$ cat config.mk
export PLATFORM = sky130hd
export DESIGN_NAME = scl_sqrt
export DESIGN_NICKNAME = d
export VERILOG_FILES = /design/src/rtl/scl_pkg.sv /design/src/rtl/scl_sqrt.sv
export SDC_FILE = /design/constraint.sdc
export NUM_CORES = 2
export LEC_CHECK = 0
export CAP_MARGIN = 20
export CELL_PAD_IN_SITES_DETAIL_PLACEMENT = 1
export CELL_PAD_IN_SITES_GLOBAL_PLACEMENT = 1
export CORE_UTILIZATION = 47
export CTS_CLUSTER_DIAMETER = 60
export DETAILED_ROUTE_END_ITERATION = 8
export DONT_BUFFER_PORTS = 1
export PLACE_DENSITY = 0.76
export SLEW_MARGIN = 25
export SYNTH_ARGS = -nofsm -noshare
export SYNTH_HDL_FRONTEND = slang
export SYNTH_MEMORY_MAX_BITS = 65536
export SYNTH_SLANG_ARGS = --single-unit
export TNS_END_PERCENT = 1
$ cat constraint.sdc
create_clock -name clk -period 4.4 [get_ports clk]
set_input_delay 0.66 -clock clk [delete_from_list [all_inputs] [get_ports clk]]
set_output_delay 0.66 -clock clk [all_outputs]
set_load 0.02 [all_outputs]
$ cat src/rtl/scl_pkg.sv
// shared constants, codes and beat types for the streamline chord length unit
// no dependencies; every other file in rtl/ refers to it by scoped names
package scl_pkg;

  localparam int WORD_BITS  = 32;
  localparam int DIFF_W     = WORD_BITS + 1;
  localparam int PROD_W     = 2 * DIFF_W;
  localparam int RATIO_W    = PROD_W - 1;
  localparam int DVD_W      = RATIO_W + WORD_BITS;
  localparam int DIV_STEPS  = WORD_BITS;
  localparam int SQ_W       = 2 * WORD_BITS + 1;
  localparam int ROOT_W     = WORD_BITS + 1;
  localparam int SQRT_STEPS = ROOT_W;
  localparam int SQRT_REM_W = ROOT_W + 2;
  localparam int CORNERS    = 4;
  localparam int CUTS       = 2;

  // closing edge of a triangle starts at corner 2
  localparam int TRI_CLOSE_EDGE = 2;

  localparam int CC_W = 3;
  localparam logic [CC_W-1:0] CC_RESET    = 3'd4;
  localparam logic [CC_W-1:0] CC_TRIANGLE = 3'd3;

  // register stages: eight in front, divider, four between, square root, output
  localparam int FRONT_STAGES = 8;
  localparam int MID_STAGES   = 4;
  localparam int NSTAGE       = FRONT_STAGES + DIV_STEPS + MID_STAGES + SQRT_STEPS + 1;

  typedef enum logic [1:0] {
    STATUS_TWO_CUTS = 2'd0,
    STATUS_ZERO_VEL = 2'd1,
    STATUS_NO_CUTS  = 2'd2
  } status_t;

  typedef struct packed {
    logic [WORD_BITS-1:0] corner0_x;
    logic [WORD_BITS-1:0] corner0_y;
    logic [WORD_BITS-1:0] corner1_x;
    logic [WORD_BITS-1:0] corner1_y;
    logic [WORD_BITS-1:0] corner2_x;
    logic [WORD_BITS-1:0] corner2_y;
    logic [WORD_BITS-1:0] corner3_x;
    logic [WORD_BITS-1:0] corner3_y;
    logic [WORD_BITS-1:0] point_x;
    logic [WORD_BITS-1:0] point_y;
    logic [WORD_BITS-1:0] velocity_x;
    logic [WORD_BITS-1:0] velocity_y;
  } in_item_t;

  typedef struct packed {
    logic [WORD_BITS-1:0] chord_length;
    status_t              status;
  } out_item_t;

  typedef struct packed {
    logic [CORNERS-1:0][WORD_BITS-1:0] x;
    logic [CORNERS-1:0][WORD_BITS-1:0] y;
    logic [CORNERS-1:0][DIFF_W-1:0]    ex;
    logic [CORNERS-1:0][DIFF_W-1:0]    ey;
    logic                              tri_shape;
    logic                              zero_vel;
  } geo_t;

  typedef struct packed {
    logic                 negx;
    logic                 negy;
    logic [WORD_BITS-1:0] basex;
    logic [WORD_BITS-1:0] basey;
  } cut_side_t;

  typedef struct packed {
    logic [RATIO_W-1:0]   num;
    logic [RATIO_W-1:0]   den;
    logic [WORD_BITS-1:0] absx;
    logic [WORD_BITS-1:0] absy;
    cut_side_t            side;
  } cut_t;

  typedef struct packed {
    cut_side_t [CUTS-1:0] cs;
    status_t              status;
  } div_side_t;

endpackage

$ cat src/rtl/scl_sqrt.sv
// pipelined integer square root, one root bit per stage, plus round-to-nearest flag
// depends on scl_pkg
module scl_sqrt (
  input  logic                        clk,
  input  logic                        en,
  input  logic [scl_pkg::SQ_W-1:0]    radicand,
  output logic [scl_pkg::ROOT_W-1:0]  root,
  output logic                        round_up
);

  localparam int NS  = scl_pkg::SQRT_STEPS;
  localparam int PW  = 2 * NS;
  localparam int RTW = scl_pkg::ROOT_W;
  localparam int RMW = scl_pkg::SQRT_REM_W;

  logic [PW-1:0]  rad_q  [NS];
  logic [RMW-1:0] rem_q  [NS];
  logic [RTW-1:0] root_q [NS];

  for (genvar s = 0; s < NS; s++) begin : g_step
    logic [PW-1:0]  p_in;
    logic [RMW-1:0] r_in;
    logic [RTW-1:0] q_in;
    logic [RMW+1:0] trial;
    logic [RMW+1:0] sub;
    logic           take;

    if (s == 0) begin : g_first
      assign p_in = {{(PW-scl_pkg::SQ_W){1'b0}}, radicand};
      assign r_in = '0;
      assign q_in = '0;
    end else begin : g_next
      assign p_in = rad_q[s-1];
      assign r_in = rem_q[s-1];
      assign q_in = root_q[s-1];
    end

    assign trial = {r_in, p_in[PW-1-2*s -: 2]};
    assign sub   = {2'b00, q_in, 2'b01};
    assign take  = trial >= sub;

    always_ff @(posedge clk) begin
      if (en) begin
        rad_q[s]  <= p_in;
        rem_q[s]  <= take ? RMW'(trial - sub) : trial[RMW-1:0];
        root_q[s] <= {q_in[RTW-2:0], take};
      end
    end
  end

  assign root     = root_q[NS-1];
  assign round_up = rem_q[NS-1] > {{(RMW-RTW){1'b0}}, root_q[NS-1]};

endmodule

==> results.md <==
- H-tree depth: 5
- Ys Warns: 0
- Port bufs: 0
- Status: finished clean
- Finished Cell Area: 144200 um^2
- Crit path DAT: ~3500 ps
- Worst EP required: 3740 ps
- TritonCTS Sinks: 2714
- Pwr dens: approximately 540 nW/um^2
- Min cycle time layout: 4192 ps
- CTS Buffer Depth: 4
- Max Fclk: 0.2385 GHz
- Final TNS setup: 0 ps
- Setup crit start kind: flip-flop
- Met2 Usage GRT: 39.98%
- Vias per cell: 5.647
- Die span in x: 525.0 um
- Synth Net Count: 10810
- Met3 usage: 2.340%
- RSZ-0062 raised after global routing: no
- Slew Viols, Final: 0
- Starting density of the core: a little under half
- Mapped Cells: between 10000 and 15000
- Post-synthesis sequential area ratio: roughly 63%
- Max-cap viol count: 0
- Largest net degree at the start of global routing: ~120
- Post-CTS Setup Bufs: 0
- Gr busiest metal: met2
- Routed wire length: 307000 um
- Avg Cell Area, Syn: between 10 and 15 um^2
- Leak: about 55 nW
- Drt first-iter violations: a little over 5000
- Kind of critical path: flip-flop to primary output
- Clock transition at path regs: approximately 50 ps
- # IOs: 101
- Total track usage: a little over a fifth
- Routed Antenna Nets: 0
- DRT Pass-1 Iters: 5
- WL per Instance: 21.57 um
- Async SR Flop Fraction: 0%
- Final GP Congestion: 0.8837
- Area grow syn2layout: 12.17%
- Die footprint: 275600 um^2
- Peak VDD IR: 507.7 uV
- Vias in the first global route: 84750
- Nets: 11120
- #FFs+latches synth: between 2000 and 3000
- Post-DP Area: 133700 um^2
- Finish-stage setup viols: 0
- DP Worst Slack: 363.0 ps
- Clock Latency Late Sink: 890 ps
- Core Area: ~270000 um^2
- First-pass GRT wire length: a little under 500000 um
- Ratio of cells with drive above 1 in the final layout: 7.215%
- Final hold vios: 0
- Via count: ~80000
- Least-Margin Pin Slew: 1022 ps
- Main flop type after synthesis: edfxtp_1
- Worst slew margin: 31.71%
- Max FO, Critical Path: 2
- Routing usage on met1: 26.81%
- Height of the die: roughly 520 um
- EDFF count, synth: between 2000 and 3000
- Inserted Clock Buffers: 310
- Yosys cell types: 91
- Synthesized cell area: between 100000 and 150000 um^2
- Drt drc: 0
- Dpl hpwl: between 200000 and 250000 um
- GRT Residual Overflow: 0
- Crit. End Element: primary output
- Hold Path Class: input pin to flip-flop
- Tcrit/Tclk final: 95.27%
- TritonCTS clock tree: yes
- Initial antenna violation count: 1
- Skew final: about 41 ps
- Clock root buffer: clkbuf_16
- Number of core rows: about 190
- Final worst slack: around 210 ps
-- timing repair --
item	CTS	global route
endpoints found under the setup margin	0	1
endpoints found under the hold margin	65	0
hold buffers	65	0
resized for setup	0	2
-- cell usage after synthesis (51+ instances only) --
| cell type | n | area [um^2] |
|---|---|---|
| a211oi_1 | 54 | 405.4 |
| a21o_1 | 275 | 2064 |
| a21oi_1 | 613 | 3068 |
| a31oi_1 | 51 | 319.1 |
| and3_1 | 62 | 387.9 |
| clkbuf_1 | 187 | 701.9 |
| edfxtp_1 | 2714 | 81500 |
| ha_1 | 629 | 7870 |
| inv_1 | 786 | 2950 |
| mux2_2 | 84 | 945.9 |
| nand2_1 | 719 | 2699 |
| nand2b_1 | 127 | 794.5 |
| nand3_1 | 180 | 900.9 |
| nand4_1 | 123 | 769.5 |
| nor2_1 | 603 | 2263 |
| nor2b_1 | 78 | 488.0 |
| nor3_1 | 270 | 1351 |
| nor4_1 | 130 | 813.3 |
| o21a_1 | 110 | 825.8 |
| o21ai_0 | 543 | 2718 |
| o31ai_1 | 70 | 525.5 |
| or3_1 | 100 | 625.6 |
| or4_1 | 74 | 555.5 |
| xnor2_1 | 462 | 4046 |
| xor2_1 | 458 | 4011 |
-- power by group --
group | switching [W] | internal, W
logic | 0.0101 | 0.00693
clock network | 0.0105 | 0.0144
registers | 0.00249 | 0.0329
total | 0.0231 | 0.0543
-- critical path, stage by stage, from the launching register on --
cell      delay, ps
edfxtp_1        510
inv_1            90
ha_1            320
a21o_1          170
a21o_1          170
a21o_1          170
a21o_1          180
a21o_1          200
a21o_1          180
a221o_1         340
a21oi_1         170
a21oi_2         140
-- cell usage in the layout, fill, tap and decap left out, types with 180 or more instances in the layout --
| cell | n |
|---|---|
| nor3_1 | 269 |
| clkbuf_16 | 316 |
| xnor2_1 | 462 |
| a21o_1 | 275 |
| xor2_1 | 458 |
| o21ai_0 | 542 |
| a21oi_1 | 610 |
| edfxtp_1 | 2714 |
| nand3_1 | 180 |
| nor2_1 | 600 |
| nand2_1 | 719 |
| ha_1 | 629 |
| inv_1 | 786 |
-- cell type report --
type                       instances  area [um^2]
sequential                      2714        81500
fill                           27150       127300
clock inverter                   186         1699
tap                             3570         4467
antenna                            4        10.01
clock buffer                     364         8088
inverter                         789         2964
timing repair buffer             205         2085
multi-input combinational       6401        43370
-- through the flow --
step	utilization [%]	hold WS (ps)	power (W)	std cells
2_1_floorplan	-	400.3	0.04670	10110
3_3_place_gp	49.26	400.1	0.05190	13610
3_5_place_dp	49.26	405.1	0.05267	13610
4_1_cts	53.10	303.0	0.07808	14230
5_1_grt	53.11	348.1	0.08091	14230
6_report	53.11	297.2	0.07735	14230
-- sequential cells by signal (all words and copies together), names as in the netlist --
signal	cells
rad_q	1056
rem_q	1097
root_q	561
-- cell families (layout without fill, tap and decap cells) --
kind of cell,after synthesis,after routing,share of synthesized area (%)
AO/OA/AOI/OAI,2060,2060,9.965
multiplexers,99,99,0.8527
XOR/XNOR,920,920,6.269
buffers and inverters,998,1544,2.923
flip-flops,2714,2714,63.40
AND/OR/NAND/NOR,2692,2692,10.46
other,1,5,0.002917
adder cells (fa/ha/maj),629,629,6.123
-- path summary, 6_finish.rpt --
| check | cells past startpoint | to | slack (ps) | startpoint |
|---|---|---|---|---|
| worst max-delay path | 11 | round_up | 210 | root_q[0][1068] |
| worst min-delay path | 1 | rad_q[0][98] | 300 | en |
| worst max register to register | 8 | rem_q[0][443] | 300 | rem_q[0][398] |
| worst min register to register | 0 | rad_q[0][1212] | 400 | rad_q[0][1146] |
-- per-layer routing --
metal  share of wire, %  vias up
li1                   -    38120
met5                  0        -
met1                 42    40310
met2                 52     1378
met4                3.2        0
met3                3.3      558
(Power assumes the default switching activity.)
